==> config.mk <==
export PLATFORM = sky130hd
export DESIGN_NAME = adc_key_ladder_mode_speed_top
export DESIGN_NICKNAME = d
export VERILOG_FILES = /design/src/rtl/akl_pkg.sv /design/src/rtl/akl_cfg_regs.sv /design/src/rtl/akl_core.sv /design/src/rtl/adc_key_ladder_mode_speed_top.sv
export VERILOG_INCLUDE_DIRS = /design/src /design/src/rtl
export SDC_FILE = /design/constraint.sdc
export NUM_CORES = 1
export LEC_CHECK = 0
export ABC_AREA = 1
export ABC_CLOCK_PERIOD_IN_PS = 4700
export BUFFER_PORTS_ARGS = -buffer_cell sky130_fd_sc_hd__buf_2
export CORE_MARGIN = 3
export CORE_UTILIZATION = 61
export DETAILED_ROUTE_END_ITERATION = 7
export PLACE_DENSITY = 0.81
export SLEW_MARGIN = 10
export SYNTH_ARGS = -nofsm -noshare
export SYNTH_HDL_FRONTEND = slang
export SYNTH_SLANG_ARGS = --single-unit
==> constraint.sdc <==
create_clock -name clk -period 4.7 [get_ports clk]
set_input_delay 0.94 -clock clk [delete_from_list [all_inputs] [get_ports clk]]
set_output_delay 0.94 -clock clk [all_outputs]
set_load 0.02 [all_outputs]
==> src/rtl/adc_key_ladder_mode_speed_top_assert.svh <==
// Assertion macros shared by the key ladder decoder RTL
`ifndef ADC_KEY_LADDER_MODE_SPEED_TOP_ASSERT_SVH
`define ADC_KEY_LADDER_MODE_SPEED_TOP_ASSERT_SVH
`ifndef SYNTHESIS
// checked only out of reset
`define AKL_ASSERT(lbl, prop, msg) \
  lbl: assert property (@(posedge clk) disable iff (!rst_n) prop) else $error(msg);
// checked on every edge, reset included
`define AKL_ASSERT_ALWAYS(lbl, prop, msg) \
  lbl: assert property (@(posedge clk) prop) else $error(msg);
`else
`define AKL_ASSERT(lbl, prop, msg)
`define AKL_ASSERT_ALWAYS(lbl, prop, msg)
`endif
`endif

==> src/rtl/akl_pkg.sv <==
// Shared types and constants of the key ladder decoder
package akl_pkg;

  localparam int CODE_W     = 12;
  localparam int TICK_W     = 32;
  localparam int SPD_W      = 13;
  localparam int MODE_W     = 2;
  localparam int CFG_IDX_W  = 3;
  localparam int CFG_DATA_W = 32;

  localparam int unsigned SPEED_STEP_DEF = 500;
  localparam int unsigned SPEED_MAX_DEF  = 8000;

  // drive modes
  localparam logic [MODE_W-1:0] MODE_STOP  = 2'd0;
  localparam logic [MODE_W-1:0] MODE_TRACE = 2'd1;
  localparam logic [MODE_W-1:0] MODE_AVOID = 2'd2;
  localparam logic [MODE_W-1:0] MODE_BAD   = 2'd3;

  // register indexes
  localparam logic [CFG_IDX_W-1:0] CFG_DEBOUNCE  = 3'd0;
  localparam logic [CFG_IDX_W-1:0] CFG_MODE_LO   = 3'd1;
  localparam logic [CFG_IDX_W-1:0] CFG_MODE_HI   = 3'd2;
  localparam logic [CFG_IDX_W-1:0] CFG_UP_LO     = 3'd3;
  localparam logic [CFG_IDX_W-1:0] CFG_UP_HI     = 3'd4;
  localparam logic [CFG_IDX_W-1:0] CFG_DOWN_LO   = 3'd5;
  localparam logic [CFG_IDX_W-1:0] CFG_DOWN_HI   = 3'd6;

  // register reset values
  localparam logic [TICK_W-1:0] RST_DEBOUNCE = 32'd200;
  localparam logic [CODE_W-1:0] RST_MODE_LO  = 12'd6;
  localparam logic [CODE_W-1:0] RST_MODE_HI  = 12'd170;
  localparam logic [CODE_W-1:0] RST_UP_LO    = 12'd342;
  localparam logic [CODE_W-1:0] RST_UP_HI    = 12'd568;
  localparam logic [CODE_W-1:0] RST_DOWN_LO  = 12'd569;
  localparam logic [CODE_W-1:0] RST_DOWN_HI  = 12'd853;

  typedef enum logic [2:0] {
    ACT_NONE        = 3'd0,
    ACT_MODE_ADV    = 3'd1,
    ACT_MODE_BOUNCE = 3'd2,
    ACT_SPEED_UP    = 3'd3,
    ACT_SPEED_DOWN  = 3'd4,
    ACT_READ_FAIL   = 3'd5
  } action_t;

  typedef struct packed {
    logic [TICK_W-1:0] debounce;
    logic [CODE_W-1:0] mode_lo;
    logic [CODE_W-1:0] mode_hi;
    logic [CODE_W-1:0] up_lo;
    logic [CODE_W-1:0] up_hi;
    logic [CODE_W-1:0] down_lo;
    logic [CODE_W-1:0] down_hi;
  } cfg_t;

  typedef struct packed {
    logic [CODE_W-1:0] code;
    logic              last;
    logic              failed;
    logic [TICK_W-1:0] tick;
  } item_t;

  typedef struct packed {
    logic [MODE_W-1:0] mode;
    logic [SPD_W-1:0]  speed;
    action_t           action;
    logic [CODE_W-1:0] peak;
  } result_t;

endpackage

==> src/rtl/akl_cfg_regs.sv <==
// Configuration register file of the key ladder decoder
module akl_cfg_regs (
  input  logic                             clk,
  input  logic                             rst_n,
  input  logic                             cfg_we,
  input  logic [akl_pkg::CFG_IDX_W-1:0]    cfg_index,
  input  logic [akl_pkg::CFG_DATA_W-1:0]   cfg_data,
  output akl_pkg::cfg_t                    cfg
);

  akl_pkg::cfg_t cfg_r;

  always_ff @(posedge clk) begin
    if (!rst_n) begin
      cfg_r.debounce <= akl_pkg::RST_DEBOUNCE;
      cfg_r.mode_lo  <= akl_pkg::RST_MODE_LO;
      cfg_r.mode_hi  <= akl_pkg::RST_MODE_HI;
      cfg_r.up_lo    <= akl_pkg::RST_UP_LO;
      cfg_r.up_hi    <= akl_pkg::RST_UP_HI;
      cfg_r.down_lo  <= akl_pkg::RST_DOWN_LO;
      cfg_r.down_hi  <= akl_pkg::RST_DOWN_HI;
    end else if (cfg_we) begin
      case (cfg_index)
        akl_pkg::CFG_DEBOUNCE: cfg_r.debounce <= cfg_data[akl_pkg::TICK_W-1:0];
        akl_pkg::CFG_MODE_LO:  cfg_r.mode_lo  <= cfg_data[akl_pkg::CODE_W-1:0];
        akl_pkg::CFG_MODE_HI:  cfg_r.mode_hi  <= cfg_data[akl_pkg::CODE_W-1:0];
        akl_pkg::CFG_UP_LO:    cfg_r.up_lo    <= cfg_data[akl_pkg::CODE_W-1:0];
        akl_pkg::CFG_UP_HI:    cfg_r.up_hi    <= cfg_data[akl_pkg::CODE_W-1:0];
        akl_pkg::CFG_DOWN_LO:  cfg_r.down_lo  <= cfg_data[akl_pkg::CODE_W-1:0];
        akl_pkg::CFG_DOWN_HI:  cfg_r.down_hi  <= cfg_data[akl_pkg::CODE_W-1:0];
        default: ;
      endcase
    end
  end

  assign cfg = cfg_r;

endmodule

==> src/rtl/akl_core.sv <==
// Peak tracker, band decode and mode/speed state of the key ladder decoder
`include "adc_key_ladder_mode_speed_top_assert.svh"
module akl_core #(
  parameter int unsigned SPEED_STEP = akl_pkg::SPEED_STEP_DEF,
  parameter int unsigned SPEED_MAX  = akl_pkg::SPEED_MAX_DEF
) (
  input  logic              clk,
  input  logic              rst_n,
  input  akl_pkg::cfg_t     cfg,
  input  logic              step,      // item in the input stage is consumed
  input  akl_pkg::item_t    item,
  output logic              burst_end, // item yields a result word
  output akl_pkg::result_t  res
);

  localparam int SpdW = akl_pkg::SPD_W;
  localparam logic [SpdW:0]   StepExt = (SpdW+1)'(SPEED_STEP);
  localparam logic [SpdW:0]   MaxExt  = (SpdW+1)'(SPEED_MAX);
  localparam logic [SpdW-1:0] StepC   = SpdW'(SPEED_STEP);
  localparam logic [SpdW-1:0] MaxC    = SpdW'(SPEED_MAX);

  logic [akl_pkg::CODE_W-1:0] peak_r, peak_nxt, peak_upd, peak_res;
  logic [akl_pkg::MODE_W-1:0] mode_r, mode_nxt, mode_adv;
  logic [SpdW-1:0]            speed_r, speed_nxt, spd_up, spd_dn;
  logic [akl_pkg::TICK_W-1:0] last_tick_r, last_tick_nxt, interval;
  logic [SpdW:0]              spd_sum;
  logic                       in_mode, in_up, in_down, bounced;
  akl_pkg::action_t           action;

  always_comb begin
    peak_upd = (item.code > peak_r) ? item.code : peak_r;
    peak_res = item.failed ? peak_r : peak_upd;
    in_mode  = (peak_res >= cfg.mode_lo) && (peak_res <= cfg.mode_hi);
    in_up    = (peak_res >= cfg.up_lo)   && (peak_res <= cfg.up_hi);
    in_down  = (peak_res >= cfg.down_lo) && (peak_res <= cfg.down_hi);
    interval = item.tick - last_tick_r;   // wraps
    bounced  = interval < cfg.debounce;

    case (mode_r)
      akl_pkg::MODE_STOP:  mode_adv = akl_pkg::MODE_TRACE;
      akl_pkg::MODE_TRACE: mode_adv = akl_pkg::MODE_AVOID;
      akl_pkg::MODE_AVOID: mode_adv = akl_pkg::MODE_STOP;
      default:             mode_adv = mode_r;
    endcase

    spd_sum = {1'b0, speed_r} + StepExt;
    spd_up  = (spd_sum > MaxExt) ? MaxC : spd_sum[SpdW-1:0];
    spd_dn  = (speed_r >= StepC) ? (speed_r - StepC) : '0;

    peak_nxt      = '0;
    mode_nxt      = mode_r;
    speed_nxt     = speed_r;
    last_tick_nxt = last_tick_r;
    action        = akl_pkg::ACT_NONE;
    burst_end     = item.failed || item.last;

    if (item.failed) begin
      action = akl_pkg::ACT_READ_FAIL;
    end else if (!item.last) begin
      peak_nxt = peak_upd;
    end else if (in_mode) begin
      if (bounced) begin
        action = akl_pkg::ACT_MODE_BOUNCE;
      end else begin
        action        = akl_pkg::ACT_MODE_ADV;
        mode_nxt      = mode_adv;
        last_tick_nxt = item.tick;
      end
    end else if (in_up) begin
      action    = akl_pkg::ACT_SPEED_UP;
      speed_nxt = spd_up;
    end else if (in_down) begin
      action    = akl_pkg::ACT_SPEED_DOWN;
      speed_nxt = spd_dn;
    end

    res.mode   = mode_nxt;
    res.speed  = speed_nxt;
    res.action = action;
    res.peak   = peak_res;
  end

  always_ff @(posedge clk) begin
    if (!rst_n) begin
      peak_r      <= '0;
      mode_r      <= akl_pkg::MODE_STOP;
      speed_r     <= '0;
      last_tick_r <= '0;
    end else if (step) begin
      peak_r      <= peak_nxt;
      mode_r      <= mode_nxt;
      speed_r     <= speed_nxt;
      last_tick_r <= last_tick_nxt;
    end
  end

  `AKL_ASSERT(a_mode_valid, mode_r != akl_pkg::MODE_BAD, "drive mode reached invalid code")
  `AKL_ASSERT(a_speed_cap, speed_r <= MaxC, "speed above maximum")
  `AKL_ASSERT(a_peak_clear, step && burst_end |=> peak_r == '0, "peak not cleared at burst end")

endmodule

==> src/rtl/adc_key_ladder_mode_speed_top.sv <==
// Top level of the resistor-ladder key decoder with drive mode and speed control
//
// Input channel (in_*): one word per ADC sample, valid/ready. A burst of samples
// ends with in_sample_last or with in_read_failed; the block keeps the burst peak.
// Output channel (out_*): one word per burst end, carrying mode, speed, action
// and peak. Mid-burst samples give no word.
// Config port (cfg_*): single-cycle write, index 0 debounce ticks, 1..6 band
// bounds (mode, up, down; low then high). Write only while idle.
//
// Pipeline: input register -> decode/state update -> output register.
// A burst-end word moves from the input register to the output register when
// the output slot is free. Throughput: one word per cycle while nothing stalls;
// the state update loops through the peak, mode, speed and last-press registers.
// Stall: if the output register holds an untaken word, a burst-end word waits
// in the input register and in_ready drops; mid-burst words still flow since
// they need no output slot. in_ready is combinational from out_ready.
// Reset (rst_n low, synchronous): both stages empty, peak 0, mode stop,
// speed 0, last press tick 0, config back to defaults.
`include "adc_key_ladder_mode_speed_top_assert.svh"
module adc_key_ladder_mode_speed_top #(
  parameter int unsigned SPEED_STEP = akl_pkg::SPEED_STEP_DEF,
  parameter int unsigned SPEED_MAX  = akl_pkg::SPEED_MAX_DEF
) (
  input  logic                            clk,
  input  logic                            rst_n,
  // config
  input  logic                            cfg_we,
  input  logic [akl_pkg::CFG_IDX_W-1:0]   cfg_index,
  input  logic [akl_pkg::CFG_DATA_W-1:0]  cfg_data,
  // samples
  input  logic                            in_valid,
  output logic                            in_ready,
  input  logic [akl_pkg::CODE_W-1:0]      in_sample_code,
  input  logic                            in_sample_last,
  input  logic                            in_read_failed,
  input  logic [akl_pkg::TICK_W-1:0]      in_tick_now,
  // results
  output logic                            out_valid,
  input  logic                            out_ready,
  output logic [akl_pkg::MODE_W-1:0]      out_drive_mode,
  output logic [akl_pkg::SPD_W-1:0]       out_speed_value,
  output logic [2:0]                      out_press_action,
  output logic [akl_pkg::CODE_W-1:0]      out_peak_code
);

  akl_pkg::cfg_t    cfg;
  akl_pkg::item_t   s1_item_r;
  akl_pkg::result_t res, out_res_r;
  logic             s1_valid_r, s1_valid_nxt;
  logic             out_valid_r, out_valid_nxt;
  logic             s1_adv, s1_ends, in_take;

  akl_cfg_regs u_cfg (
    .clk       (clk),
    .rst_n     (rst_n),
    .cfg_we    (cfg_we),
    .cfg_index (cfg_index),
    .cfg_data  (cfg_data),
    .cfg       (cfg)
  );

  akl_core #(
    .SPEED_STEP (SPEED_STEP),
    .SPEED_MAX  (SPEED_MAX)
  ) u_core (
    .clk       (clk),
    .rst_n     (rst_n),
    .cfg       (cfg),
    .step      (s1_adv),
    .item      (s1_item_r),
    .burst_end (s1_ends),
    .res       (res)
  );

  // a burst-end word needs a free (or draining) output slot
  assign s1_adv   = s1_valid_r && (!s1_ends || !out_valid_r || out_ready);
  assign in_ready = !s1_valid_r || s1_adv;
  assign in_take  = in_valid && in_ready;

  always_comb begin
    s1_valid_nxt = s1_valid_r;
    if (in_take) begin
      s1_valid_nxt = 1'b1;
    end else if (s1_adv) begin
      s1_valid_nxt = 1'b0;
    end

    out_valid_nxt = out_valid_r;
    if (s1_adv && s1_ends) begin
      out_valid_nxt = 1'b1;
    end else if (out_ready) begin
      out_valid_nxt = 1'b0;
    end
  end

  always_ff @(posedge clk) begin
    if (!rst_n) begin
      s1_valid_r  <= 1'b0;
      out_valid_r <= 1'b0;
    end else begin
      s1_valid_r  <= s1_valid_nxt;
      out_valid_r <= out_valid_nxt;
    end
  end

  // payload registers, no reset
  always_ff @(posedge clk) begin
    if (in_take) begin
      s1_item_r.code   <= in_sample_code;
      s1_item_r.last   <= in_sample_last;
      s1_item_r.failed <= in_read_failed;
      s1_item_r.tick   <= in_tick_now;
    end
    if (s1_adv && s1_ends) begin
      out_res_r <= res;
    end
  end

  assign out_valid        = out_valid_r;
  assign out_drive_mode   = out_res_r.mode;
  assign out_speed_value  = out_res_r.speed;
  assign out_press_action = out_res_r.action;
  assign out_peak_code    = out_res_r.peak;

  `AKL_ASSERT_ALWAYS(a_rst_empty, !rst_n |=> !out_valid_r && !s1_valid_r, "stages not empty after reset")
  `AKL_ASSERT(a_result_loaded, s1_adv && s1_ends |=> out_valid_r, "burst end lost its result word")
  `AKL_ASSERT(a_stall_cause, !in_ready |-> s1_valid_r && s1_ends && out_valid_r && !out_ready, "input stalled without a full output")
  `AKL_ASSERT(a_out_drain, out_valid_r && out_ready && !(s1_adv && s1_ends) |=> !out_valid_r, "taken word not cleared")

endmodule

; Word level (Yosys, flattened, before mapping)
; Index checks and enable logic that the tools add are counted.
[op_classes]
eq_ne = 8
n_lt_le_gt_ge = 10
n_reduce_logical = 26
n_addsub = 3
bitwise_logic = 3
n_mux = 25
[ops]
columns = cell, n
row1 = 13-bit two-way mux, 7
row2 = 12-bit two-way mux, 4
row3 = 12-bit >= comparator, 3
row4 = 12-bit <= comparator, 3
row5 = 32-bit less-than comparator, 1
row6 = 32-bit subtractor, 1
row7 = "13-bit by 9-bit adder with 14-bit output, second input constant", 1
row8 = "14-bit by 13-bit greater-than comparator with 1-bit output, second input constant", 1
row9 = 2-bit AND reduction, 7
row10 = "13-bit by 9-bit >= comparator with 1-bit output, second input constant", 1
row11 = "13-bit by 9-bit subtractor with 13-bit output, second input constant", 1
row12 = 12-bit greater-than comparator, 1
row13 = 3-bit two-way mux, 4
row14 = 2-bit two-way mux, 5
row15 = "3-bit == test, second input constant", 3
row16 = "3-bit by 2-bit == test with 1-bit output, second input constant", 2
row17 = 1-bit logical AND, 6
row18 = 2-bit one-hot mux with 3 select lines, 1
row19 = 5-bit AND reduction, 1
row20 = 1-bit logical OR, 4
row21 = 1-bit two-way mux, 4
row22 = 2-bit nonzero test, 2
row23 = "3-bit by 1-bit == test with 1-bit output, second input constant", 1
row24 = 1-bit logical NOT, 3
row25 = 6 further kinds, 8
[totals]
reg_bits = 241
word_cells = 97
in_bits = 86
out_inout_bits = 32

; Longest topological paths before layout
; Gate-level depths: netlist of run 1.
[depth]
ltp_word = 10
ltp_mapped = 31
mapped_depth_nobuf = 30

; Hierarchy
; A second synthesis of run 1 with hierarchy kept.
[unflattened]
hier_cells = 2126
hier_area_um2 = 15168.3
[by_module_without_submodules]
columns = mod, seq_area_each_um2, area_per_inst_um2, cells_each, n_inst
row1 = akl_core, 1181.1, 8627.0, 1444, 1
row2 = akl_cfg_regs, 2082.0, 4140.2, 588, 1
row3 = adc_key_ladder_mode_speed_top, 2322.2, 2401.1, 94, 1

; Least setup slack after synthesis of run 1
; OpenSTA, ideal clock, no wires.
[synth_timing]
kind = reg-to-reg
from = reg s1_item_r[45] in the netlist's numbering
to = reg out_res_r, in the netlist out_speed_value[2], data pin
synth_period_minus_slack_ns = 3.740
stages_incl_launch_ff = 24
t_required_ns = 4.447
path_slack_ns = 0.960
arrival_ns = 3.487
n_path_buf = 2
setup_ns = 0.253
path_cell_list = edfxtp_1 ha_1 nand4_1 nor3_1 nand3_1 o21ai_2 clkbuf_1 o21ai_0 o21ai_0 ha_1 nand2_1 nor2_1 and2_1 nand2_1 nand3_1 nand2_1 nand2_2 inv_2 nor2_1 buf_4 nand3_1 nand2_1 nand2_1 nand2_1
[synth_rtl]
columns = item, line_no
row1 = start: declaration, adc_key_ladder_mode_speed_top.sv:47  ; akl_pkg::item_t s1_item_r;
row2 = end signal: assignment, adc_key_ladder_mode_speed_top.sv:115  ; out_res_r <= res;
row3 = end: declaration, adc_key_ladder_mode_speed_top.sv:48  ; akl_pkg::result_t res, out_res_r;

==> summary.md, run 1 <==
Along the worst path, the maximum fanout reaches 17. In this design, the critical path's most frequently occurring cell is sky130_fd_sc_hd__nand2_1. The first global-routing pass estimated 57.0 mm of wire. The min-delay analysis places its worst path in the category reg -> reg. The area growth from synthesis to layout is 13.0%. Global routing used 28.1% of the available tracks.

The run gives 6 as the first-pass iteration count of the detailed router. Of the total power, the share spent switching nets is 29.0%. The number of antenna diodes in the final layout is 0.

Summed over all failing endpoints, the final setup total negative slack is 0 ns. Including well taps, the total number of placed cells is 2207. The internal portion of the total power is 4.02 mW. For this design the ratio of total power to cell area is 355 nW/um2. After the last flow step, the layout net total stands at 2189. STA puts the critical path data arrival time at 4.64 ns. The via total after detailed routing was 12500.

Broken down by cell family, the worst path's largest delay share belongs to simple AND/OR/NAND/NOR gates. The tools report the number of max-slew violations in the final report as 0. The library cell contributing the largest single delay on the critical path is sky130_fd_sc_hd__edfxtp_1. In this run, the number of DRC markers left after iteration 0 of detailed routing was 872. The standard-cell row count came out at 55.

In this run, flip-flops and latches consume 40.5% of the power. Counting flops and latches in the post-synthesis netlist gives 241. The initial antenna violation count was 0; the post-route DRC violation count was 0. The tools report the post-synthesis net count as 2077. Measured against its own limit, the worst slew margin works out to 28.6%. For this run, the number of Yosys warnings is 0.

The most used flip-flop cell after synthesis is sky130_fd_sc_hd__dfxtp_1. The max capacitance violation total is 0, and the overall routed net length is 35.6 mm. In the routed layout, each cell is associated on average with a via count of 5.55. For the number of failing hold endpoints at the final stage, the log shows 0. Mux share of post-synthesis cell area: 0%. The port buffer count was 117; the clock period minus final worst setup slack was 4.36 ns.

In this run, distinct cell masters in the synthesized netlist total 41. The insertion delay of the later-clocked pin in the worst-skew pair is 0.55 ns. The critical path is of the reg -> reg type. Clock skew on the completed layout was measured at 0.0237 ns. Cells with a size suffix above 1 make up 11.3% of the layout. The tools report the via count of the first global-routing pass as 11700. The average cell area after synthesis works out to 7.68 um2. By area, the combinational part of the netlist is dominated by simple AND/OR/NAND/NOR gates. For the initial standard-cell utilization of the core, the log shows 62.2%.

Buffers inserted to repair hold after CTS numbered 0. The H-tree level count came out at 1. The upper clock frequency limit is 0.229 GHz, and the maximum buffer depth of the clock tree is 3. In this run the clock root is driven by a sky130_fd_sc_hd__clkbuf_16.

Sequential cells were found to cover 39.5% of the synthesized design area. The part of the power in combinational logic was 20.5%. For this design the top-level I/O count stands at 118. The total area inside the core boundary comes to 22700 um2.

Together, buffers and inverters on the worst path number 5. The CTS clock-pin slew for the worst setup and hold paths was 0.06 ns. The reported net switching power was 1.64 mW; the adder and majority gate portion of the synthesized area was 13.4%. The clock drives 241 sinks. The category of the worst setup path capture point is a flip-flop.

The number of clock buffers added by TritonCTS is 26. The share of synthesized registers carrying an async set or reset works out to 0%. After the flow finishes, the layout carries non-filler instances totaling 2257. The sum of internal, switching and leakage power is 5.66 mW, and the clock share of power is 39.0%. The overall die height is 158 um, and the x dimension of the die is 158 um. After global routing the overflow that remains totals 0. At the end of routability-driven placement, the weighted congestion stood at 0.925.

Setup violations remaining at the end of the flow were counted as 0. The synthesized design contains 76 enable-type register cells. The run gives 4.98 ns as the data required time at the worst endpoint. On the worst path, the slowest cell contributes a delay of 0.40 ns. The count of antenna-violating nets left after detailed routing is 0, and the slew of the pin with the lowest slew margin is 1.07 ns.

The slack of the critical path was 0.341 ns; the average wire length per cell after detail routing was 15.8 um. The synthesized netlist devotes 2.05% of its cell area to XOR and XNOR gates. The leakage power total was 7.29 nW; the cell area after technology mapping was 14100 um2.

After Yosys synthesis, and, or, nand and nor cells account for 18.6% of the synthesized area. The utilization after layout is 70.3%. STA classifies the critical path startpoint as a flip-flop. Dividing the final minimum period by the clock period gives 92.7%. The post-place setup slack came out at 0.214 ns. The worst-case IR drop observed on VDD is 292 uV. The wire-length estimate of the detail-placed layout is 25.9 mm. The run finished with clean final reports.

The floorplan step defined a die boundary enclosing 25000 um2. For the gate count of the mapped netlist, the log shows 1840. The area fraction in compound gates after synthesis was 17.1%; the largest net degree at the start of global routing was 100. TritonCTS built the clock tree.
[power groups by stage]
stage          combinational (mW)  sequential [mW]  clock [mW]
4_1_cts                      1.12             2.29        2.24
6_report                     1.16             2.30        2.21
5_1_grt                      1.32             2.30        2.32
2_1_floorplan               0.790             2.34           0
3_5_place_dp                 1.11             2.34           0
3_3_place_gp                 1.08             2.34           0
[worst min-delay path, delay by kind of cell, from the launching register on]
kind | cells | cell delay (ns)
buffers and inverters | 1 | 0.06
DFF | 1 | 0.29
AOI/OAI and AO/OA | 1 | 0.06
[cell usage in the layout, fill, tap and decap left out, types with 5 or more instances in the layout]
| cell type | synthesis | final |
|---|---|---|
| sky130_fd_sc_hd__and2_1 | 6 | 6 |
| sky130_fd_sc_hd__o21ai_0 | 161 | 158 |
| sky130_fd_sc_hd__edfxtp_1 | 76 | 76 |
| sky130_fd_sc_hd__nor2_2 | 8 | 10 |
| sky130_fd_sc_hd__inv_2 | 8 | 9 |
| sky130_fd_sc_hd__o21ai_1 | 18 | 21 |
| sky130_fd_sc_hd__nand2_1 | 375 | 375 |
| sky130_fd_sc_hd__buf_2 | 11 | 116 |
| sky130_fd_sc_hd__bufinv_16 | 0 | 6 |
| sky130_fd_sc_hd__dfxtp_1 | 165 | 165 |
| sky130_fd_sc_hd__o21a_1 | 19 | 19 |
| sky130_fd_sc_hd__inv_1 | 266 | 264 |
| sky130_fd_sc_hd__ha_1 | 150 | 150 |
| sky130_fd_sc_hd__buf_4 | 5 | 25 |
| sky130_fd_sc_hd__xor2_1 | 29 | 29 |
| sky130_fd_sc_hd__nand4_1 | 18 | 18 |
| sky130_fd_sc_hd__clkbuf_1 | 41 | 5 |
| sky130_fd_sc_hd__o211ai_1 | 27 | 27 |
| sky130_fd_sc_hd__nor2_1 | 128 | 125 |
| sky130_fd_sc_hd__a21oi_1 | 197 | 196 |
| sky130_fd_sc_hd__clkbuf_16 | 0 | 26 |
| sky130_fd_sc_hd__clkinv_2 | 0 | 7 |
| sky130_fd_sc_hd__nand2_2 | 5 | 5 |
| sky130_fd_sc_hd__o21bai_1 | 5 | 5 |
| sky130_fd_sc_hd__nor3_1 | 9 | 8 |
| sky130_fd_sc_hd__nand3_1 | 78 | 78 |
[stage by stage]
step                      area [um2]  hold slack, ns
after floorplan                14100           0.433
after global placement         15000           0.442
after detailed placement       15000           0.450
after CTS                      15900           0.459
after global routing           16000           0.480
final                          16000           0.457
[area by class of cell]
class,count,area (um2)
Multi-Input combinational cell,1265,7260
Fill cell,1862,6750
Sequential cell,241,5590
Inverter,274,1030
Timing Repair Buffer,144,798
Clock buffer,32,683
Tap cell,285,357
Clock inverter,16,243
[state kept, by name, indices dropped and copies added (netlist names)]
signal              count
s1_item_r              46
out_press_action        3
out_peak_code          12
out_valid               1
s1_valid_r              1
u_core.peak_r          12
u_cfg.cfg             104
out_speed_value        13
u_core.last_tick_r     32
u_core.speed_r         13
out_drive_mode          2
u_core.mode_r           2
[synth_stat cells (all sizes together) (2+ instances only)]
cell / number / share of area (%)
ha: 150 / 13
o21bai: 5 / 0.27
nand3: 79 / 2.8
o211ai: 27 / 1.4
a211oi: 4 / 0.21
o21a: 19 / 1.0
a21boi: 5 / 0.27
nand4: 19 / 0.95
dfxtp: 165 / 23
a21oi: 199 / 7.1
inv: 274 / 7.3
o21ai: 181 / 6.5
xnor2: 4 / 0.25
clkbuf: 41 / 1.1
nor4: 4 / 0.18
o31ai: 2 / 0.11
and2: 6 / 0.27
edfxtp: 76 / 16
xor2: 29 / 1.8
nand2: 380 / 10
buf: 19 / 0.89
nor2: 137 / 3.8
nor3: 9 / 0.32
[logic make-up (layout without fill, tap and decap cells)]
| logic type | after synthesis | in the layout |
|---|---|---|
| xor gates and xnor gates | 33 | 33 |
| buffers and inverters | 334 | 466 |
| DFF | 241 | 241 |
| and+or+nand+nor | 635 | 635 |
| adders and majority gates | 151 | 151 |
| AOI/OAI and AO/OA | 446 | 446 |
[path summary, 6_finish.rpt]
check                           slack (ns)                             endpoint  cells past startpoint                                start
worst min register to register        0.46  u_core.last_tick_r[20]$_SDFFE_PN0P_                      2  u_core.last_tick_r[20]$_SDFFE_PN0P_
worst max register to register        0.34         out_speed_value[9]$_DFFE_PP_                     26              s1_item_r[43]$_DFFE_PP_
worst max-delay path                  0.34         out_speed_value[9]$_DFFE_PP_                     26              s1_item_r[43]$_DFFE_PP_
worst min-delay path                  0.46  u_core.last_tick_r[20]$_SDFFE_PN0P_                      2  u_core.last_tick_r[20]$_SDFFE_PN0P_
[per-layer routing]
layer | wire, um | global-route usage (%)
met5 | 0 | 0
met4 | 1010 | 8.36
met3 | 2550 | 3.36
met2 | 16900 | 47.7
met1 | 15100 | 37.9
[what timing repair did]
item | in CTS | in global routing
endpoints found under the setup margin | 0 | 63
buffers inserted | 0 | 2
gates resized for setup | 0 | 13
No activity file was read; power rests on OpenSTA's default activity.
==> inputs of run 2 (changes only) <==
ABC_AREA = default   (was 1)
CELL_PAD_IN_SITES_DETAIL_PLACEMENT = 1   (was default)
CELL_PAD_IN_SITES_GLOBAL_PLACEMENT = 2   (was default)
CORE_MARGIN = default   (was 3)
CORE_UTILIZATION = 37   (was 61)
PLACE_DENSITY = default   (was 0.81)
PLACE_DENSITY_LB_ADDON = 0.1   (was default)
==> summary.md, run 2 <==
The insertion delay of the later-clocked pin in the worst-skew pair is 0.57 ns (was 0.55 ns). The run gives 29.9 mm (was 25.9 mm) as the placed wire-length estimate. Setup repair after global routing could not meet its margin everywhere. The tools report the H-tree level count as 1 (unchanged). The antenna cell count was 0 (unchanged); the core box area was 36800 um2 (was 22700 um2).

The worst-path maximum fanout was 7 (was 17); the post-route DRC violation count was 0 (unchanged). The run gives 38300 um2 (was 25000 um2) as the area enclosed by the die boundary. The main combinational cell family by area after synthesis is compound AO/OA/AOI/OAI gates (was simple AND/OR/NAND/NOR gates).

The overall routed net length is 43.5 mm (was 35.6 mm), and the signal arrival time at the worst endpoint is 5.19 ns (was 4.64 ns). The CTS clock-pin slew for the worst setup and hold paths is 0.06 ns (about the same). The port buffer count came out at 117 (unchanged). Cell chosen for the clock root: sky130_fd_sc_hd__clkbuf_16 (unchanged). Utilization after layout: 49.4% (was 70.3%). Leading post-synthesis cells by instance count: sky130_fd_sc_hd__nand2_1 (279), sky130_fd_sc_hd__dfxtp_1 (165), sky130_fd_sc_hd__inv_1 (165), sky130_fd_sc_hd__ha_1 (150), sky130_fd_sc_hd__o21ai_0 (86) (was sky130_fd_sc_hd__nand2_1 (375), sky130_fd_sc_hd__inv_1 (266), sky130_fd_sc_hd__a21oi_1 (197), sky130_fd_sc_hd__dfxtp_1 (165), sky130_fd_sc_hd__o21ai_0 (161)).

The number of flip-flops and latches in the synthesized netlist is 241 (unchanged), and the via total after detailed routing is 12300 (was 12500). The TritonCTS sink count is 241 (unchanged), and the slew of the pin with the lowest slew margin is 1.20 ns (was 1.07 ns). Number of synthesis warnings: 0 (unchanged). Category of the worst setup path capture point: a flip-flop (unchanged). The via count of the first global-routing pass was 12400 (was 11700); the fraction of layout instances using a drive strength above 1 was 25.3% (was 11.3%). Most used cells in the layout excluding fill and tap cells: sky130_fd_sc_hd__nand2_1 (273), sky130_fd_sc_hd__dfxtp_1 (164), sky130_fd_sc_hd__inv_1 (163) (was sky130_fd_sc_hd__nand2_1 (375), sky130_fd_sc_hd__inv_1 (264), sky130_fd_sc_hd__a21oi_1 (196)). Combined buffer and inverter count along the critical path: 5 (unchanged).

The final reports fail on setup timing. Most common library cell in the layout ignoring fill and taps: sky130_fd_sc_hd__nand2_1 (unchanged). The power per cell area was 328 nW/um2 (was 355 nW/um2). Walking the worst path, the cells encountered are ha_4 > nand4_1 > or2_4 > o221ai_2 > o21a_1 > nor2b_4 > buf_4 > buf_6 > nand2_1 > o21ai_0 > buf_4 > ha_4 > a21oi_1 > a21oi_1 > nor3_2 > o21ai_1 > o2bb2ai_1 > buf_4 > buf_8 > or4_4 > o31a_1 > o211a_1 > o22ai_2. The slack of the critical path came out at -0.0984 ns (was 0.341 ns).

The x dimension of the die was 196 um (was 158 um). The type of the worst setup path was reg -> reg (unchanged). The library cell contributing the largest single delay on the critical path was sky130_fd_sc_hd__or4_4 (was sky130_fd_sc_hd__edfxtp_1). The cell count after placement was 2226 (was 2207).

The average wire length per cell after detail routing is 18.7 um (was 15.8 um), and the flip-flop count of the largest register after layout is 104 (unchanged). The overall die height is 196 um (was 158 um), and the worst slew slack as a fraction of its limit is 19.0% (was 28.6%). The post-synthesis xor/xnor area fraction came out at 2.08% (was 2.05%). The area fraction in compound gates after synthesis works out to 20.6% (was 17.1%). The tools report the proportion of synthesized chip area in sequential cells as 40.2% (was 39.5%). The number of max-slew violations in the final report was 0 (unchanged). The worst slack on hold paths was 0.448 ns (was 0.457 ns). The startpoint of the worst setup timing path is s1_item_r[45]$_DFFE_PP_ (was s1_item_r[43]$_DFFE_PP_). The share of the cycle needed by the critical path after routing was 102% (was 92.7%); the global-route wire length before repair was 67.4 mm (was 57.0 mm). The number of enable-type register cells in the synthesized netlist was 76 (unchanged); the number of failing hold endpoints at the final stage was 0 (unchanged). Initial standard-cell utilization of the core: 37.8% (was 62.2%). Distinct cell type count of the synthesized netlist: 81 (was 41). The average cell area after synthesis is 8.75 um2 (was 7.68 um2), and the max capacitance violation total is 0 (unchanged). The setup clock skew after layout was 0.0114 ns (was 0.0237 ns); the global route total overflow was 0 (unchanged). The beginning of the worst register-to-register path was s1_item_r[45]$_DFFE_PP_ (was s1_item_r[43]$_DFFE_PP_).

The number of standard cells in the layout, taps in and fillers out came out at 2328 (was 2257). The gate count of the mapped netlist was 1587 (was 1840); the upper clock frequency limit was 0.208 GHz (was 0.229 GHz). For the final-report setup violation count, the log shows 28 (was 0). The all-layer global routing usage was 22.2% (was 28.1%); the maximum buffer depth of the clock tree was 3 (unchanged). TritonCTS built the clock tree. The filler cell count was 4267 (was 1862).

First-pass iteration count of the detailed router: 4 (was 6). The share of the synthesized area in the top cell type works out to 23.8% (was 23.4%). Startpoint of the worst hold path: u_core.last_tick_r[20]$_SDFFE_PN0P_ (unchanged). The dominant delay contributor by cell family on the critical path is simple AND/OR/NAND/NOR gates (unchanged). Share of synthesized registers carrying an async set or reset: 0% (unchanged). The cell taking the most area after synthesis was sky130_fd_sc_hd__dfxtp_1 (unchanged).

The I/O pin count is 118 (unchanged), and the clock period minus final worst setup slack is 4.80 ns (was 4.36 ns). The net count reported at finish is 2073 (was 2189). The detailed-route vias per instance is 5.28 (was 5.55), and the sum of internal, switching and leakage power is 5.96 mW (was 5.66 mW). Mux share of post-synthesis cell area: 0.153% (was 0%). The path type of the worst min-delay path is reg -> reg (unchanged). The most instantiated library cell after synthesis was sky130_fd_sc_hd__nand2_1 (unchanged). The critical path startpoint category was a flip-flop (unchanged).

Top cells by area in the synthesized netlist: sky130_fd_sc_hd__dfxtp_1 (24%), sky130_fd_sc_hd__edfxtp_1 (16%), sky130_fd_sc_hd__ha_1 (14%) (was sky130_fd_sc_hd__dfxtp_1 (23%), sky130_fd_sc_hd__edfxtp_1 (16%), sky130_fd_sc_hd__ha_1 (13%)). The tools report the number of DRC markers after the initial detailed-route iteration as 467 (was 872). The most frequently used flop master after synthesis is sky130_fd_sc_hd__dfxtp_1 (unchanged). The standard-cell row count was 70 (was 55). For the sum of negative setup slack, the log shows -0.552 ns (was 0 ns). The cell repeated most along the worst path was sky130_fd_sc_hd__buf_4 (was sky130_fd_sc_hd__nand2_1).

The flow ran to the end, but the final reports show violations. The run gives 7.23 nW (was 7.29 nW) as the leakage power total. The simple-gate portion of the synthesized area is 16.9% (was 18.6%). The logs give 119 (was 100) for the largest net degree at the start of global routing and 1824 (was 2077) for the post-synthesis net count. The logs give 30 (was 26) for the number of buffers created by CTS and 0 (unchanged) for the initial antenna violation count. The logs give 0 (unchanged) for the count of antenna-violating nets left after detailed routing and 5.09 ns (was 4.98 ns) for the data required time at the worst endpoint. Global placer's final weighted congestion: 0.907 (was 0.925). The peak supply drop came out at 278 uV (was 292 uV).

The adder and majority gate portion of the synthesized area was 13.7% (was 13.4%); the cell area after technology mapping was 13900 um2 (was 14100 um2). The growth of design area from synthesis to finish is 30.8% (was 13.0%), and the delay of the slowest critical-path stage is 0.52 ns (was 0.40 ns).
## run 2: changes by cell type after synthesis, sizes merged, moves of 17 or more
cell	previous run	this run
a21boi	5	77
a21o	1	29
xor2	29	12
nand2	380	279
o21ai	181	90
nor2	137	58
xnor2	4	21
inv	274	165
a21oi	199	77
nor2b	0	29
nand3	79	55
## run 2: metrics by stage
step                      worst slack (ns)  instance area (um2)
after floorplan                     0.0244                13900
after CTS                          0.00136                17400
after global placement              -0.330                15800
after detailed placement            -0.420                15800
after global routing                -0.311                18200
final                              -0.0984                18200
## run 2: final cells by class
type,count,area [um2],share of cell area [%]
Clock buffer,40,830,4.57
Clock inverter,16,213,1.17
Inverter,165,619,3.41
Multi-Input combinational cell,1118,8210,45.2
Sequential cell,241,5590,30.8
Tap cell,468,586,3.22
Timing Repair Buffer,280,2120,11.7
## run 2: repair_timing
item	4_1_cts	5_1_grt
pin swaps	44	68
gates resized for setup	95	133
setup buffers	24	24
gates cloned	3	1
setup endpoints to repair	65	64
hold buffers	0	0
## run 2: final timing paths
| path | to | slack [ns] | cells past startpoint |
|---|---|---|---|
| min reg2reg | u_core.last_tick_r[20]$_SDFFE_PN0P_ | 0.45 | 2 |
| max | out_speed_value[5]$_DFFE_PP_ | -0.1 | 23 |
| min | u_core.last_tick_r[20]$_SDFFE_PN0P_ | 0.45 | 2 |
| max reg2reg | out_speed_value[5]$_DFFE_PP_ | -0.1 | 23 |
## run 2: logic make-up after synthesis
group	after synthesis
compound gates	417
xor+xnor	33
fa+ha+maj	151
buf+inv	228
flops	241
mux	2
simple gates	515
## run 2: where the power goes
part / switching (mW) / internal, mW / total [mW]
Sequential: 0.0449 / 2.22 / 2.27
Clock: 0.943 / 1.51 / 2.45
Combinational: 0.659 / 0.580 / 1.24
Total: 1.65 / 4.31 / 5.96
## run 2: tightest hold or removal path: stages, from the launching register on
cell and delay, ns:
sky130_fd_sc_hd__dfxtp_1 0.31, sky130_fd_sc_hd__nand2_1 0.05, sky130_fd_sc_hd__o21ai_1 0.05
## run 2: per-layer routing
layer | vias up | wire, um | GRT usage (%) | part of all wire [%]
li1 | 6071 | - | - | -
met1 | 5935 | 20300 | 29.5 | 47
met2 | 210 | 20600 | 37.6 | 47
met3 | 65 | 1520 | 3.06 | 3.5
met4 | 0 | 1070 | 6.16 | 2.5
met5 | - | 0 | 0 | 0
==> inputs of run 3 (changes only) <==
CORE_UTILIZATION = 38   (was 37)
SYNTH_HIERARCHICAL = 1   (was default)
==> summary.md, run 3 <==
The run finished, with violations left. Failing checks: setup timing (unchanged). The number of enable-type register cells in the synthesized netlist came out at 76 (unchanged). The category of the worst setup path capture point was a flip-flop (unchanged). The global route total overflow was 0 (unchanged). The power per cell area was 312 nW/um2 (was 328 nW/um2).

The number of hold-repair buffers added at the cts stage came out at 0 (unchanged). The flip-flop count of the largest register after layout is 104 (unchanged), and the distinct cell type count of the synthesized netlist is 86 (was 81). Setup repair after global routing could not meet its margin everywhere. The tools report the initial standard-cell utilization of the core as 38.5% (was 37.8%). The average wire length per cell after detail routing was 18.5 um (was 18.7 um); the net count reported at finish was 2043 (was 2073). The tools report the area enclosed by the die boundary as 38900 um2 (was 38300 um2). The first-pass iteration count of the detailed router was 5 (was 4); the peak supply drop was 281 uV (was 278 uV). The logs give 67.4 mm (about the same) for the global-route wire length before repair and 71 (was 70) for the standard-cell row count. The type of the worst setup path was reg -> reg (unchanged). The tools report the cell chosen for the clock root as sky130_fd_sc_hd__clkbuf_16 (unchanged). The delay of the slowest critical-path stage is 0.38 ns (was 0.52 ns), and the data required time at the worst endpoint is 5.19 ns (was 5.09 ns). The H-tree level count was 1 (unchanged). Most used cells in the layout excluding fill and tap cells: sky130_fd_sc_hd__nand2_1 (240), sky130_fd_sc_hd__dfxtp_1 (163), sky130_fd_sc_hd__inv_1 (162) (was sky130_fd_sc_hd__nand2_1 (273), sky130_fd_sc_hd__dfxtp_1 (164), sky130_fd_sc_hd__inv_1 (163)). The tools report the beginning of the worst register-to-register path as s1_item_r[0]$_DFFE_PP_ (was s1_item_r[45]$_DFFE_PP_). Share of synthesized registers carrying an async set or reset: 0% (unchanged). The dominant delay contributor by cell family on the critical path is compound AO/OA/AOI/OAI gates (was simple AND/OR/NAND/NOR gates). The TritonCTS sink count is 241 (unchanged), and the insertion delay of the later-clocked pin in the worst-skew pair is 0.57 ns (about the same). The run gives 5.65 mW (was 5.96 mW) as the sum of internal, switching and leakage power.

Cell chain of the critical path: inv_1 > ha_2 > inv_2 > fa_2 > a21o_1 > a221o_1 > o211ai_1 > buf_4 > a31oi_4 > a41o_1 > o21ai_2 > mux2i_1 > nand2_1 > ha_4 > nand4_1 > nor2_2 > and3_4 > o21ai_1 > a31oi_2 > nor3_4 > a211oi_4 > buf_8 > buf_12 > mux2i_1 (was ha_4 > nand4_1 > or2_4 > o221ai_2 > o21a_1 > nor2b_4 > buf_4 > buf_6 > nand2_1 > o21ai_0 > buf_4 > ha_4 > a21oi_1 > a21oi_1 > nor3_2 > o21ai_1 > o2bb2ai_1 > buf_4 > buf_8 > or4_4 > o31a_1 > o211a_1 > o22ai_2). The number of DRC markers after the initial detailed-route iteration came out at 520 (was 467). The timing endpoint of the critical path is u_core/last_tick_r[18]$_SDFFE_PN0P_ (was out_speed_value[5]$_DFFE_PP_). The destination of the worst register-to-register timing path was u_core/last_tick_r[18]$_SDFFE_PN0P_ (was out_speed_value[5]$_DFFE_PP_). Proportion of synthesized chip area in sequential cells: 38.6% (was 40.2%). The critical path startpoint category was a flip-flop (unchanged). The number of max-slew violations in the final report is 0 (unchanged), and the slack of the critical path is -0.00997 ns (was -0.0984 ns). The worst-path maximum fanout works out to 6 (was 7). The share of the cycle needed by the critical path after routing works out to 100% (was 102%). For the setup slack on the worst flop-to-flop path, the log shows -0.01 ns (was -0.1 ns). The tools report the worst slack on hold paths as 0.457 ns (was 0.448 ns). TritonCTS built the clock tree. The average cell area after synthesis was 9.22 um2 (was 8.75 um2); the slew of the pin with the lowest slew margin was 1.09 ns (was 1.20 ns). The largest net degree at the start of global routing is 89 (was 119), and the x dimension of the die is 197 um (was 196 um). For the number of standard cells in the layout, taps in and fillers out, the log shows 2339 (was 2328).

Combined buffer and inverter count along the critical path: 5 (unchanged). The tools report the final-report setup violation count as 5 (was 28). Top cells by area in the synthesized netlist: sky130_fd_sc_hd__dfxtp_1 (23%), sky130_fd_sc_hd__edfxtp_1 (16%), sky130_fd_sc_hd__ha_1 (13%) (was sky130_fd_sc_hd__dfxtp_1 (24%), sky130_fd_sc_hd__edfxtp_1 (16%), sky130_fd_sc_hd__ha_1 (14%)). The run gives 31.8 mm (was 29.9 mm) as the placed wire-length estimate. For the number of synthesis warnings, the log shows 6 (was 0). The most instantiated library cell after synthesis was sky130_fd_sc_hd__nand2_1 (unchanged).

The detailed-route vias per instance works out to 5.15 (was 5.28). The logs give 16400 um2 (was 15800 um2) for the placed cell area and 0 (unchanged) for the initial antenna violation count. The setup clock skew after layout was 0.00757 ns (was 0.0114 ns). For the gate count of the mapped netlist, the log shows 1570 (was 1587). The cell area after technology mapping was 14500 um2 (was 13900 um2). Port buffer count: 117 (unchanged). Startpoint of the worst setup timing path: s1_item_r[0]$_DFFE_PP_ (was s1_item_r[45]$_DFFE_PP_).

The run gives 3 (unchanged) as the maximum buffer depth of the clock tree. Library cell contributing the largest single delay on the critical path: sky130_fd_sc_hd__edfxtp_1 (was sky130_fd_sc_hd__or4_4). The logs give 1807 (was 1824) for the post-synthesis net count and 48.2% (was 49.4%) for the utilization after layout.

Most common library cell in the layout ignoring fill and taps: sky130_fd_sc_hd__nand2_1 (unchanged). The all-layer global routing usage is 22.0% (was 22.2%), and the overall routed net length is 43.2 mm (was 43.5 mm). The signal arrival time at the worst endpoint is 5.20 ns (was 5.19 ns), and the clock period minus final worst setup slack is 4.71 ns (was 4.80 ns). The path type of the worst min-delay path was reg -> reg (unchanged).

The worst slew slack as a fraction of its limit is 26.5% (was 19.0%), and the number of flip-flops and latches in the synthesized netlist is 241 (unchanged). The count of antenna-violating nets left after detailed routing is 0 (unchanged). The number of cells on the critical path is 24 (was 23).

Cell repeated most along the worst path: sky130_fd_sc_hd__mux2i_1 (was sky130_fd_sc_hd__buf_4). The growth of design area from synthesis to finish is 25.1% (was 30.8%). The post-route DRC violation count was 0 (unchanged). The max capacitance violation total is 0 (unchanged), and the CTS clock-pin slew for the worst setup and hold paths is 0.06 ns (about the same). The fraction of layout instances using a drive strength above 1 was 22.6% (was 25.3%). The cell count after placement is 2261 (was 2226). The most frequently used flop master after synthesis was sky130_fd_sc_hd__dfxtp_1 (unchanged). The worst reg-to-reg path cell count is 24 (was 23), and the area of all placed cells without fillers is 18100 um2 (was 18200 um2). The core box area is 37600 um2 (was 36800 um2), and the leakage power total is 7.70 nW (was 7.23 nW). The I/O pin count is 118 (unchanged), and the via count of the first global-routing pass is 12600 (was 12400). For the filler cell count, the log shows 4329 (was 4267). Leading post-synthesis cells by instance count: sky130_fd_sc_hd__nand2_1 (240), sky130_fd_sc_hd__dfxtp_1 (165), sky130_fd_sc_hd__inv_1 (163), sky130_fd_sc_hd__ha_1 (150), sky130_fd_sc_hd__mux2i_1 (141) (was sky130_fd_sc_hd__nand2_1 (279), sky130_fd_sc_hd__dfxtp_1 (165), sky130_fd_sc_hd__inv_1 (165), sky130_fd_sc_hd__ha_1 (150), sky130_fd_sc_hd__o21ai_0 (86)).

The share of the synthesized area in the top cell type was 22.8% (was 23.8%). For the upper clock frequency limit, the log shows 0.212 GHz (was 0.208 GHz). The global placer's final weighted congestion was 0.844 (was 0.907); the via total after detailed routing was 12000 (was 12300). The number of buffers created by CTS is 28 (was 30). The antenna cell count came out at 0 (unchanged). The number of failing hold endpoints at the final stage was 0 (unchanged). Cell taking the most area after synthesis: sky130_fd_sc_hd__dfxtp_1 (unchanged). The overall die height is 197 um (was 196 um).
-- run 3: cell count changes after synthesis, sizes merged, moves of 27 or more --
cell,change
o21ai,-35
a21boi,-70
nand2,-39
mux2i,+140
nand3,-33
nor2b,+27
-- run 3: stage by stage --
step / TNS, ns / setup WS [ns]
after floorplan: 0 / 0.0434
after global placement: -4.17 / -0.205
after detailed placement: -10.55 / -0.349
after CTS: -0.00136 / -0.00136
after global routing: -7.37 / -0.226
final: -0.0241 / -0.00997
-- run 3: timing repair --
| item | 4_1_cts | 5_1_grt |
|---|---|---|
| resized for setup | 34 | 89 |
| pin swaps | 13 | 52 |
| gates cloned | 2 | 3 |
| setup buffers | 2 | 20 |
| endpoints found under the setup margin | 45 | 65 |
-- run 3: worst register-to-register path: stages (launching register included) --
cell and delay (ns):
sky130_fd_sc_hd__edfxtp_1 0.38, sky130_fd_sc_hd__inv_1 0.08, sky130_fd_sc_hd__ha_2 0.18, sky130_fd_sc_hd__inv_2 0.04, sky130_fd_sc_hd__fa_2 0.36, sky130_fd_sc_hd__a21o_1 0.18
sky130_fd_sc_hd__a221o_1 0.35, sky130_fd_sc_hd__o211ai_1 0.19, sky130_fd_sc_hd__buf_4 0.16, sky130_fd_sc_hd__a31oi_4 0.10, sky130_fd_sc_hd__a41o_1 0.23, sky130_fd_sc_hd__o21ai_2 0.17
sky130_fd_sc_hd__mux2i_1 0.19, sky130_fd_sc_hd__nand2_1 0.10, sky130_fd_sc_hd__ha_4 0.28, sky130_fd_sc_hd__nand4_1 0.08, sky130_fd_sc_hd__nor2_2 0.14, sky130_fd_sc_hd__and3_4 0.20
sky130_fd_sc_hd__o21ai_1 0.08, sky130_fd_sc_hd__a31oi_2 0.21, sky130_fd_sc_hd__nor3_4 0.09, sky130_fd_sc_hd__a211oi_4 0.27, sky130_fd_sc_hd__buf_8 0.22, sky130_fd_sc_hd__buf_12 0.16
sky130_fd_sc_hd__mux2i_1 0.20
-- run 3: worst min-delay path by stage --
stage,from,end,slack (ns),cells past startpoint
finish,u_core/last_tick_r[20]$_SDFFE_PN0P_,u_core/last_tick_r[20]$_SDFFE_PN0P_,0.46,2
global route,u_cfg/cfg[92]$_SDFFE_PN0P_,u_cfg/cfg[92]$_SDFFE_PN0P_,0.48,2
CTS,u_core/last_tick_r[5]$_SDFFE_PN0P_,u_core/last_tick_r[5]$_SDFFE_PN0P_,0.46,2
detailed placement,u_cfg/cfg[67]$_SDFFE_PN0P_,u_cfg/cfg[67]$_SDFFE_PN0P_,0.45,2
global placement,u_core/last_tick_r[22]$_SDFFE_PN0P_,u_core/last_tick_r[22]$_SDFFE_PN0P_,0.44,2
floorplan,u_cfg/cfg[72]$_SDFFE_PN0P_,u_cfg/cfg[72]$_SDFFE_PN0P_,0.43,2
-- run 3: cell type report --
| cell class | count | area (um2) | share of cell area, % |
|---|---|---|---|
| Clock buffer | 31 | 712 | 3.93 |
| Clock inverter | 21 | 220 | 1.22 |
| Inverter | 164 | 616 | 3.40 |
| Multi-Input combinational cell | 1102 | 8430 | 46.6 |
| Sequential cell | 241 | 5590 | 30.9 |
| Tap cell | 511 | 639 | 3.53 |
| Timing Repair Buffer | 269 | 1890 | 10.4 |
-- run 3: cells by family (layout without fill, tap and decap cells) --
| group | after synthesis | count (layout) | share of synthesized area [%] |
|---|---|---|---|
| buf+inv | 227 | 485 | 6.38 |
| simple gates | 483 | 483 | 16.3 |
| fa+ha+maj | 151 | 151 | 13.1 |
| flops | 241 | 241 | 38.6 |
| xor+xnor | 33 | 33 | 2.00 |
| compound gates | 292 | 292 | 13.7 |
| mux | 143 | 143 | 9.91 |
-- run 3: metal layers --
| metal | wire (um) | vias up | GRT usage (%) |
|---|---|---|---|
| met3 | 1430 | 52 | 2.77 |
| met4 | 1060 | 0 | 5.74 |
| met2 | 21200 | 186 | 39.1 |
| li1 | - | 5981 | - |
| met5 | 0 | - | 0 |
| met1 | 19500 | 5825 | 28.0 |
-- run 3: where the power goes --
group          total (mW)  internal (mW)  switching (mW)  leakage, nW
combinational        1.16          0.515           0.645         5.17
clock                2.22           1.31           0.910        0.448
sequential           2.27           2.22          0.0468         2.08
total                5.65           4.04            1.60         7.70
